--- src/lkd_pkg.sv ---
// Shared types and constants of the ladder keypad decoder.
// No dependencies; imported by every module of the block.
package lkd_pkg;

	localparam int ADC_BITS  = 12;
	localparam int CONF_BITS = 4;
	localparam int CFG_IDX_BITS = 1;

	// Configuration register indexes
	localparam logic [CFG_IDX_BITS-1:0] CFG_RELEASE = 1'd0;
	localparam logic [CFG_IDX_BITS-1:0] CFG_CONFIRM = 1'd1;

	localparam logic [ADC_BITS-1:0]  RELEASE_RST = 12'd3350;
	localparam logic [CONF_BITS-1:0] CONFIRM_RST = 4'd3;

	// Classified request passed from the front end to the debounce back end
	typedef struct packed {
		logic [ADC_BITS-1:0] median;
		logic                up;
		logic                right;
		logic                down;
		logic                left;
		logic                touch;
	} lkd_item_t;

	// Queue fill status seen by the front end and the back end
	typedef struct packed {
		logic full;
		logic empty;
	} lkd_qstat_t;

endpackage

--- src/lkd_front.sv ---
// Front end: input stage, median-of-five network and band decode.
// Depends on lkd_pkg; pushes classified requests into lkd_queue.
module lkd_front import lkd_pkg::*; (
	input  logic                clk,
	input  logic                arst_n,
	input  logic                in_valid,
	output logic                in_stall,
	input  logic [ADC_BITS-1:0] sample_a,
	input  logic [ADC_BITS-1:0] sample_b,
	input  logic [ADC_BITS-1:0] sample_c,
	input  logic [ADC_BITS-1:0] sample_d,
	input  logic [ADC_BITS-1:0] sample_e,
	input  logic                touch_level,
	input  logic [ADC_BITS-1:0] release_level,
	input  lkd_qstat_t          qstat,
	output logic                push,
	output lkd_item_t           push_item
);

	localparam logic [ADC_BITS-1:0] BAND_DL = 12'd1570;
	localparam logic [ADC_BITS-1:0] BAND_UL = 12'd1696;
	localparam logic [ADC_BITS-1:0] BAND_L  = 12'd1855;
	localparam logic [ADC_BITS-1:0] BAND_DR = 12'd2068;
	localparam logic [ADC_BITS-1:0] BAND_UR = 12'd2226;
	localparam logic [ADC_BITS-1:0] BAND_R  = 12'd2545;
	localparam logic [ADC_BITS-1:0] BAND_D  = 12'd2916;
	localparam logic [ADC_BITS-1:0] BAND_U  = 12'd3287;

	logic                vld_s1, vld_s2, vld_s3;
	logic [ADC_BITS-1:0] a_s1, b_s1, c_s1, d_s1, e_s1;
	logic                touch_s1, touch_s2, touch_s3;
	logic [ADC_BITS-1:0] part_s2, lo_s2, hi_s2, e_s2;
	logic [ADC_BITS-1:0] median_s3;
	logic                adv;

	logic [ADC_BITS-1:0] lo_ab, hi_ab, lo_cd, hi_cd;
	logic [ADC_BITS-1:0] part_n, lo_n, hi_n;
	logic [ADC_BITS-1:0] pe_lo, pe_hi, median_n;

	// Stages move together; hold while the last stage cannot enter the queue
	assign adv      = !(vld_s3 && qstat.full);
	assign in_stall = !adv;

	always_ff @(posedge clk or negedge arst_n) begin
		if (!arst_n) begin
			vld_s1 <= 1'b0;
			vld_s2 <= 1'b0;
			vld_s3 <= 1'b0;
		end else if (adv) begin
			vld_s1 <= in_valid;
			vld_s2 <= vld_s1;
			vld_s3 <= vld_s2;
		end
	end

	// Sort both pairs, then drop the smaller of the two minima
	always_comb begin
		lo_ab = (a_s1 < b_s1) ? a_s1 : b_s1;
		hi_ab = (a_s1 < b_s1) ? b_s1 : a_s1;
		lo_cd = (c_s1 < d_s1) ? c_s1 : d_s1;
		hi_cd = (c_s1 < d_s1) ? d_s1 : c_s1;
		if (lo_ab <= lo_cd) begin
			part_n = hi_ab;
			lo_n   = lo_cd;
			hi_n   = hi_cd;
		end else begin
			part_n = hi_cd;
			lo_n   = lo_ab;
			hi_n   = hi_ab;
		end
	end

	// Pair the survivor with e, drop the smaller minimum, take the min of the rest
	always_comb begin
		pe_lo = (part_s2 < e_s2) ? part_s2 : e_s2;
		pe_hi = (part_s2 < e_s2) ? e_s2 : part_s2;
		if (pe_lo <= lo_s2)
			median_n = (pe_hi < lo_s2) ? pe_hi : lo_s2;
		else
			median_n = (hi_s2 < pe_lo) ? hi_s2 : pe_lo;
	end

	always_ff @(posedge clk) begin
		if (adv) begin
			a_s1      <= sample_a;
			b_s1      <= sample_b;
			c_s1      <= sample_c;
			d_s1      <= sample_d;
			e_s1      <= sample_e;
			touch_s1  <= touch_level;
			part_s2   <= part_n;
			lo_s2     <= lo_n;
			hi_s2     <= hi_n;
			e_s2      <= e_s1;
			touch_s2  <= touch_s1;
			median_s3 <= median_n;
			touch_s3  <= touch_s2;
		end
	end

	always_comb begin
		push_item        = '0;
		push_item.median = median_s3;
		push_item.touch  = touch_s3;
		if (median_s3 < release_level) begin
			if (median_s3 < BAND_DL) begin
				push_item.down = 1'b1;
				push_item.left = 1'b1;
			end else if (median_s3 < BAND_UL) begin
				push_item.up   = 1'b1;
				push_item.left = 1'b1;
			end else if (median_s3 < BAND_L) begin
				push_item.left = 1'b1;
			end else if (median_s3 < BAND_DR) begin
				push_item.down  = 1'b1;
				push_item.right = 1'b1;
			end else if (median_s3 < BAND_UR) begin
				push_item.up    = 1'b1;
				push_item.right = 1'b1;
			end else if (median_s3 < BAND_R) begin
				push_item.right = 1'b1;
			end else if (median_s3 < BAND_D) begin
				push_item.down = 1'b1;
			end else if (median_s3 < BAND_U) begin
				push_item.up = 1'b1;
			end
		end
	end

	assign push = vld_s3 && adv;

endmodule

--- src/lkd_queue.sv ---
// Short queue of classified requests between front end and back end.
// Depends on lkd_pkg for the request type and status struct.
module lkd_queue import lkd_pkg::*; #(
	parameter int DEPTH = 4
) (
	input  logic       clk,
	input  logic       arst_n,
	input  logic       push,
	input  lkd_item_t  push_item,
	input  logic       pop,
	output lkd_item_t  pop_item,
	output lkd_qstat_t qstat
);

	localparam int PW = (DEPTH > 1) ? $clog2(DEPTH) : 1;
	localparam int CW = $clog2(DEPTH + 1);
	localparam logic [PW-1:0] LAST = PW'(DEPTH - 1);

	lkd_item_t         slot_q [DEPTH];
	logic [PW-1:0]     wr_ptr_q, rd_ptr_q;
	logic [CW-1:0]     count_q;

	assign qstat.full  = (count_q == CW'(DEPTH));
	assign qstat.empty = (count_q == '0);
	assign pop_item    = slot_q[rd_ptr_q];

	always_ff @(posedge clk) begin
		if (push)
			slot_q[wr_ptr_q] <= push_item;
	end

	always_ff @(posedge clk or negedge arst_n) begin
		if (!arst_n) begin
			wr_ptr_q <= '0;
			rd_ptr_q <= '0;
			count_q  <= '0;
		end else begin
			if (push)
				wr_ptr_q <= (wr_ptr_q == LAST) ? '0 : wr_ptr_q + 1'b1;
			if (pop)
				rd_ptr_q <= (rd_ptr_q == LAST) ? '0 : rd_ptr_q + 1'b1;
			if (push && !pop)
				count_q <= count_q + 1'b1;
			else if (pop && !push)
				count_q <= count_q - 1'b1;
		end
	end

endmodule

--- src/lkd_back.sv ---
// Back end: touch-pad idle learning and debounce, and the result register.
// Depends on lkd_pkg; drains requests from lkd_queue.
module lkd_back import lkd_pkg::*; (
	input  logic                 clk,
	input  logic                 arst_n,
	input  logic [CONF_BITS-1:0] confirm_samples,
	input  lkd_qstat_t           qstat,
	input  lkd_item_t            pop_item,
	output logic                 pop,
	output logic                 out_valid,
	input  logic                 out_stall,
	output logic [ADC_BITS-1:0]  median_value,
	output logic                 dir_up,
	output logic                 dir_right,
	output logic                 dir_down,
	output logic                 dir_left,
	output logic                 touch_pressed
);

	logic                 out_valid_q;
	logic [ADC_BITS-1:0]  median_q;
	logic                 up_q, right_q, down_q, left_q;
	logic                 learned_q, idle_q, cand_q, pressed_q;
	logic [CONF_BITS-1:0] count_q;
	logic [CONF_BITS-1:0] count_n;

	assign pop = !qstat.empty && (!out_valid_q || !out_stall);

	// New level restarts the count; a repeat counts up to the confirm limit
	always_comb begin
		if (pop_item.touch != cand_q)
			count_n = CONF_BITS'(1);
		else if (count_q < confirm_samples)
			count_n = count_q + 1'b1;
		else
			count_n = count_q;
	end

	always_ff @(posedge clk or negedge arst_n) begin
		if (!arst_n) begin
			out_valid_q <= 1'b0;
			learned_q   <= 1'b0;
			idle_q      <= 1'b0;
			cand_q      <= 1'b0;
			count_q     <= '0;
			pressed_q   <= 1'b0;
		end else begin
			if (pop)
				out_valid_q <= 1'b1;
			else if (!out_stall)
				out_valid_q <= 1'b0;
			if (pop) begin
				cand_q <= pop_item.touch;
				if (!learned_q) begin
					learned_q <= 1'b1;
					idle_q    <= pop_item.touch;
					count_q   <= '0;
				end else begin
					count_q <= count_n;
					if (count_n >= confirm_samples)
						pressed_q <= (pop_item.touch != idle_q);
				end
			end
		end
	end

	always_ff @(posedge clk) begin
		if (pop) begin
			median_q <= pop_item.median;
			up_q     <= pop_item.up;
			right_q  <= pop_item.right;
			down_q   <= pop_item.down;
			left_q   <= pop_item.left;
		end
	end

	assign out_valid     = out_valid_q;
	assign median_value  = median_q;
	assign dir_up        = up_q;
	assign dir_right     = right_q;
	assign dir_down      = down_q;
	assign dir_left      = left_q;
	assign touch_pressed = pressed_q;

endmodule

--- src/ladder_keypad_decoder_touch_debounce.sv ---
// Ladder keypad decoder with touch debounce: a request passes the three-stage
// median pipeline, the queue and the back-end result register; throughput one
// request per cycle unless out_stall or a full queue holds the flow.
// Reset clears all valid flags, the queue, the debounce state and restores the
// configuration registers to release_level 3350 and confirm_samples 3.
// Depends on lkd_pkg, lkd_front, lkd_queue and lkd_back.
module ladder_keypad_decoder_touch_debounce import lkd_pkg::*; #(
	parameter int QUEUE_DEPTH = 4
) (
	input  logic                    clk,
	input  logic                    arst_n,
	input  logic                    cfg_valid,
	output logic                    cfg_ready,
	input  logic [CFG_IDX_BITS-1:0] cfg_index,
	input  logic [ADC_BITS-1:0]     cfg_data,
	input  logic                    in_valid,
	output logic                    in_stall,
	input  logic [ADC_BITS-1:0]     sample_a,
	input  logic [ADC_BITS-1:0]     sample_b,
	input  logic [ADC_BITS-1:0]     sample_c,
	input  logic [ADC_BITS-1:0]     sample_d,
	input  logic [ADC_BITS-1:0]     sample_e,
	input  logic                    touch_level,
	output logic                    out_valid,
	input  logic                    out_stall,
	output logic [ADC_BITS-1:0]     median_value,
	output logic                    dir_up,
	output logic                    dir_right,
	output logic                    dir_down,
	output logic                    dir_left,
	output logic                    touch_pressed
);

	logic [ADC_BITS-1:0]  release_q;
	logic [CONF_BITS-1:0] confirm_q;
	lkd_qstat_t           qstat;
	lkd_item_t            push_item, pop_item;
	logic                 push, pop;

	assign cfg_ready = 1'b1;

	always_ff @(posedge clk or negedge arst_n) begin
		if (!arst_n) begin
			release_q <= RELEASE_RST;
			confirm_q <= CONFIRM_RST;
		end else if (cfg_valid && cfg_ready) begin
			case (cfg_index)
				CFG_RELEASE: release_q <= cfg_data;
				CFG_CONFIRM: confirm_q <= cfg_data[CONF_BITS-1:0];
				default: ;
			endcase
		end
	end

	lkd_front u_front (
		.clk           (clk),
		.arst_n        (arst_n),
		.in_valid      (in_valid),
		.in_stall      (in_stall),
		.sample_a      (sample_a),
		.sample_b      (sample_b),
		.sample_c      (sample_c),
		.sample_d      (sample_d),
		.sample_e      (sample_e),
		.touch_level   (touch_level),
		.release_level (release_q),
		.qstat         (qstat),
		.push          (push),
		.push_item     (push_item)
	);

	lkd_queue #(
		.DEPTH (QUEUE_DEPTH)
	) u_queue (
		.clk       (clk),
		.arst_n    (arst_n),
		.push      (push),
		.push_item (push_item),
		.pop       (pop),
		.pop_item  (pop_item),
		.qstat     (qstat)
	);

	lkd_back u_back (
		.clk             (clk),
		.arst_n          (arst_n),
		.confirm_samples (confirm_q),
		.qstat           (qstat),
		.pop_item        (pop_item),
		.pop             (pop),
		.out_valid       (out_valid),
		.out_stall       (out_stall),
		.median_value    (median_value),
		.dir_up          (dir_up),
		.dir_right       (dir_right),
		.dir_down        (dir_down),
		.dir_left        (dir_left),
		.touch_pressed   (touch_pressed)
	);

endmodule

--- config.mk ---
export PLATFORM = sky130hd
export DESIGN_NAME = ladder_keypad_decoder_touch_debounce
export DESIGN_NICKNAME = d
export VERILOG_FILES = /design/src/lkd_pkg.sv /design/src/lkd_front.sv /design/src/lkd_queue.sv /design/src/lkd_back.sv /design/src/ladder_keypad_decoder_touch_debounce.sv
export SDC_FILE = /design/constraint.sdc
export NUM_CORES = 1
export LEC_CHECK = 0
export ABC_CLOCK_PERIOD_IN_PS = 14300
export BUFFER_PORTS_ARGS = -buffer_cell sky130_fd_sc_hd__buf_4
export CORE_UTILIZATION = 50
export CTS_BUF_LIST = sky130_fd_sc_hd__clkbuf_16
export CTS_CLUSTER_DIAMETER = 60
export DETAILED_ROUTE_END_ITERATION = 8
export GPL_ROUTABILITY_DRIVEN = 0
export PLACE_DENSITY = 0.68
export SYNTH_ARGS = -nofsm -noshare
export SYNTH_HDL_FRONTEND = slang
export SYNTH_HIERARCHICAL = 1
export SYNTH_SLANG_ARGS = --single-unit
--- constraint.sdc ---
create_clock -name clk -period 14.3 [get_ports clk]
set_input_delay 2.86 -clock clk [delete_from_list [all_inputs] [get_ports clk]]
set_output_delay 2.86 -clock clk [all_outputs]
set_load 0.01 [all_outputs]
Word level (Yosys, flattened, before mapping)
Memories as Yosys holds them, arrays and structs flattened. Cells that the tools add are included.

Word-level logic and storage cells: 123. Input port bits: 79. Memories: 1. RAM bits: 68. Memory bits (read-only): 0. Bits in latches: 0. Register bits: 174.

Add/sub/neg operators: 5. Equal/unequal tests: 6. Reduce and logical (&&, ||, !) cells: 18. Multipliers: 0. Mux-type cells: 41. Order comparisons: 18. Div/mod/pow operators: 0. Bitwise logic cells: 2. Shift operators: 0.

Memory list: u_queue.slot_q (depth 4, width 17, rd ports 1, clocked after memory_dff 0, write ports 1, line lkd_queue.sv:19) `lkd_item_t slot_q [DEPTH];`.

Operators with widths (number): 12-bit two-way mux (12); 12-bit < comparator (6); 12-bit < comparator (second input constant) (5); 12-bit by 11-bit < comparator with 1-bit output (second input constant) (3); 12-bit less-or-equal comparator (2); 4-bit two-way mux (4); 1-bit two-way mux (15); 2-bit two-way mux (7); 3-bit two-way mux (3); 1-bit logical NOT (6); 2-bit AND reduction (3); 1-bit logical AND (5); 2-bit by 1-bit adder with 2-bit output (second input constant) (2); 4-bit by 1-bit adder with 4-bit output (second input constant) (1); 2-bit == test (second input constant) (2); 4-bit >= comparator (1); 4-bit < comparator (1); 3-bit by 1-bit adder with 3-bit output (second input constant) (1); 3-bit == test (second input constant) (1); 3-bit logical NOT (1); 3-bit AND reduction (1); 3-bit by 1-bit subtractor with 3-bit output (second input constant) (1); 1-bit != test (2); 2-bit by 1-bit != test with 1-bit output (second input constant) (1); other kinds (3) (4).

Logic depth before layout (Yosys ltp)
Depth in word-level cells: 10. Mapped depth: 22. Mapped depth without buffers: 20.

By module
Netlist, hierarchy kept.

By module, submodules not included: lkd_front (cells each 663, area each 7867.5 µm², seq. area each 3768.6 µm², instances 1); lkd_queue (cells each 126, area each 2912.8 µm², seq. area each 2217.1 µm², instances 1); lkd_back (cells each 89, area each 1158.6 µm², seq. area each 705.7 µm², instances 1); ladder_keypad_decoder_touch_debounce (cells each 37, area each 676.9 µm², seq. area each 410.4 µm², instances 1).

Least setup slack after synthesis
Ideal clock, no wire load.

Kind: reg-to-output. Start: register u_queue.count_q[2]. End: output in_stall. Cell stages (with the launch flop): 4. Arrival: 3.634 ns. Path buffers: 0. Slack: 7.806 ns. Cells stage by stage: dfrtp_1 -> nor3b_1 -> nand2_1 -> inv_1.

RTL lines: from (decl) (line lkd_queue.sv:21) `logic [CW-1:0] count_q;`; from (signal assigned) (line lkd_queue.sv:43) `count_q <= count_q + 1'b1;`; from (signal assigned) (line lkd_queue.sv:45) `count_q <= count_q - 1'b1;`; to (decl) (line ladder_keypad_decoder_touch_debounce.sv:17) `output logic in_stall,`.

==> impl_metrics.sql <==
INSERT INTO impl_metrics (metric_group, metric, value, unit) VALUES
('cts', 'ctsRootBufferMaster', 'sky130_fd_sc_hd__clkbuf_16', ''),
('place', 'dp_cells', '1317', ''),
('run_status', 'outcome', 'finished, final reports clean', ''),
('cts', 'cts_tree', 'done', ''),
('cells_and_area', 'final_cells', '1369', ''),
('global_routing', 'antenna_found_initial', '0', ''),
('yosys', 'synthesis.yosys.warnings', '6', ''),
('floorplanning', 'design.die.area', '25900', 'µm²'),
('cts', 'post_cts_resize_count', '0', ''),
('detailed_routing', 'initialDrtViolationCount', '351', ''),
('critical_path', 'required_time_at_the_worst_slack_endpoint', '11.44', 'ns'),
('cts', 'htree_levels', '1', ''),
('yosys', 'synth_sequential_area_ratio', '0.563', ''),
('floorplanning', 'floorplan.initialDensity', '0.514', ''),
('cells_and_area', 'post_route_utilization', '0.597', ''),
('yosys', 'yosysUniqueCellTypes', '74', ''),
('sta', 'timing_hold_violations_final', '0', ''),
('sta', 'max_clock_freq', '198', 'MHz'),
('floorplanning', 'die_width', '161', 'µm'),
('cells_and_area', 'area.growth.synth_to_final', '16.1', '%'),
('cells_and_area', 'multiInputGateArea', '5030', 'µm²'),
('yosys', 'post_synth_instance_area', '12600', 'µm²'),
('yosys', 'synth-seq-cells', '242', ''),
('cells_and_area', 'fill_cells', '1977', ''),
('critical_path', 'critPathMaxFanout', '45', ''),
('power', 'worst_ir_drop_vdd', '0.000137', 'V'),
('critical_path', 'setup.reg_to_reg.worst_slack', '9.33', 'ns'),
('floorplanning', 'chipHeight', '161', 'µm'),
('power', 'power_density', '259', 'nW/µm²'),
('yosys', 'synth.top_cell.area_share', '0.493', ''),
('sta', 'min_period_over_period', '0.353', ''),
('global_routing', 'first_global_vias', '7293', ''),
('global_routing', 'grt_pass1_wl', '36.5', 'mm'),
('detailed_routing', 'post_drt_wl_per_cell', '16.2', 'µm'),
('cts', 'cts_made_buffers', '28', ''),
('detailed_routing', 'pre_repair_dr_iteration_count', '5', ''),
('cells_and_area', 'most-common-layout-cells', 'sky130_fd_sc_hd__edfxtp_1, sky130_fd_sc_hd__buf_4, sky130_fd_sc_hd__ha_1', ''),
('cells_and_area', 'postLayoutCellArea', '14600', 'µm²'),
('yosys', 'syn-instance-count', '915', ''),
('sta', 'setup-tns-final', '0', 'ns'),
('yosys', 'synth_nets', '1097', ''),
('detailed_routing', 'dr_total_vias', '7459', ''),
('job', 'maxCapViolCount', '0', ''),
('sta', 'fin_max_slew_vios', '0', ''),
('place', 'dp_hpwl', '16.0', 'mm'),
('yosys', 'synthesis.area_per_instance', '13.8', 'µm²'),
('floorplanning', 'row_count', '57', ''),
('sta', 'fin_hold_ws', '0.418', 'ns'),
('yosys', 'dominant_cell_type_by_area_after_synthesis', 'sky130_fd_sc_hd__edfxtp_1', ''),
('critical_path', 'path_class', 'flip-flop to output pin', ''),
('hold_path', 'hold_path.class', 'flip-flop to flip-flop', ''),
('cells_and_area', 'layout_commonest_cell', 'sky130_fd_sc_hd__edfxtp_1', ''),
('cells_and_area', 'layout.nets', '1205', ''),
('sta', 'worst_slack', '9.25', 'ns'),
('cts', 'postCtsSetupRepairBufs', '0', ''),
('power', 'fin_total_pwr', '3.80', 'mW'),
('yosys', 'synth_edf_count', '207', ''),
('cts', 'cts-hold-fix-buffers', '0', ''),
('sta', 'finalSetupViolCount', '0', ''),
('cts', 'clock_sink_count', '242', ''),
('yosys', 'synthTopCellsByArea', 'sky130_fd_sc_hd__edfxtp_1, sky130_fd_sc_hd__ha_1, sky130_fd_sc_hd__mux2i_1', ''),
('cts', 'ctsLongestPathBuffers', '3', ''),
('cells_and_area', 'diodes', '0', ''),
('sta', 'maxSlewHeadroom', '0.284', ''),
('sta', 'transition_time_of_the_tightest_slew_check_pin', '1.07', 'ns'),
('global_routing', 'grt-ovfl-total', '0', ''),
('sta', 'unrepaired_setup_endpoints_after_global_routing', 'false', ''),
('cells_and_area', 'register_area', '7100', 'µm²'),
('critical_path', 'timing.critical_path.arrival', '2.19', 'ns'),
('cells_and_area', 'post_route_cells_drive_above_1_share', '0.204', ''),
('floorplanning', 'floorplan.core_area', '24500', 'µm²');
-- power breakdown --
part | switching, mW | internal, mW
registers | 0.183 | 1.15
clock network | 0.279 | 0.455
logic | 0.951 | 0.779
total | 1.41 | 2.39
-- worst max-delay path: stages (launching register included) --
cell	delay, ns
sky130_fd_sc_hd__dfrtp_1	0.44
sky130_fd_sc_hd__nor3b_1	0.46
sky130_fd_sc_hd__nand2_4	0.47
sky130_fd_sc_hd__inv_1	0.15
sky130_fd_sc_hd__buf_4	0.13
-- routing by layer --
metal	GRT usage	vias to the layer above	share of wire	wire length, µm
met5	0	-	0	0
li1	-	3699	-	-
met4	0.0600	0	0.029	646
met3	0.0263	43	0.035	768
met1	0.227	3568	0.45	9850
met2	0.303	149	0.49	10900
-- path summary, 6_finish.rpt --
kind                                           startpoint                             end  cells after the start
hold / removal                  u_front/e_s1[2]$_DFFE_PN_       u_front/e_s2[2]$_DFFE_PN_                      0
min in group asynchronous                          arst_n        release_q[7]$_DFFE_PN0P_                      1
setup reg to reg             u_front/part_s2[9]$_DFFE_PN_  u_front/median_s3[1]$_DFFE_PN_                     15
max in group asynchronous                          arst_n        confirm_q[0]$_DFFE_PN1P_                      1
setup / recovery           u_queue/count_q[0]$_DFFE_PN0P_                        in_stall                      4
hold reg to reg                 u_front/e_s1[2]$_DFFE_PN_       u_front/e_s2[2]$_DFFE_PN_                      0
-- state kept, by name (all words and copies together) (netlist names), 2 cells and up --
register,flops
u_front/part_s2,12
u_back/median_value,12
u_front/lo_s2,12
u_front/median_s3,12
u_queue/wr_ptr_q,2
u_front/a_s1,12
u_front/e_s2,12
u_queue/slot_q,68
u_front/e_s1,12
release_q,12
u_queue/count_q,3
u_front/hi_s2,12
u_front/b_s1,12
u_queue/rd_ptr_q,2
u_front/c_s1,12
u_back/count_q,4
confirm_q,4
u_front/d_s1,12
-- cell families after synthesis --
logic type      Yosys count  share of synthesized area
other cells               1                   0.000297
xor+xnor                  8                    0.00555
fa+ha+maj               105                      0.104
buf+inv                 118                     0.0397
simple gates            139                     0.0557
compound gates          162                     0.0926
flops                   242                      0.563
mux                     140                      0.139
-- cell type report --
cell class | instances | area share
flip-flops and latches | 242 | 0.485
multi-input cells | 555 | 0.344
repair buffers | 102 | 0.0523
clock buffers | 30 | 0.0513
well taps | 324 | 0.0277
inverters | 94 | 0.0241
clock inverters | 22 | 0.0161
-- synth_stat cells, drive strengths merged, types with 4 or more instances --
| cell type | n |
|---|---|
| edfxtp | 207 |
| o21a | 7 |
| inv | 93 |
| a31oi | 4 |
| ha | 102 |
| dfstp | 8 |
| nand3 | 12 |
| a21o | 21 |
| a221o | 11 |
| mux2 | 33 |
| mux2i | 90 |
| dfrtp | 27 |
| nor2 | 31 |
| o21ai | 43 |
| o211ai | 8 |
| nand2b | 13 |
| mux4 | 17 |
| a21oi | 23 |
| nor3 | 5 |
| clkbuf | 13 |
| xor2 | 5 |
| and2 | 6 |
| nand2 | 38 |
| nor2b | 7 |
| a211oi | 15 |
| buf | 11 |
| nand4 | 12 |
| or3 | 4 |
(Power assumes the default switching activity.)
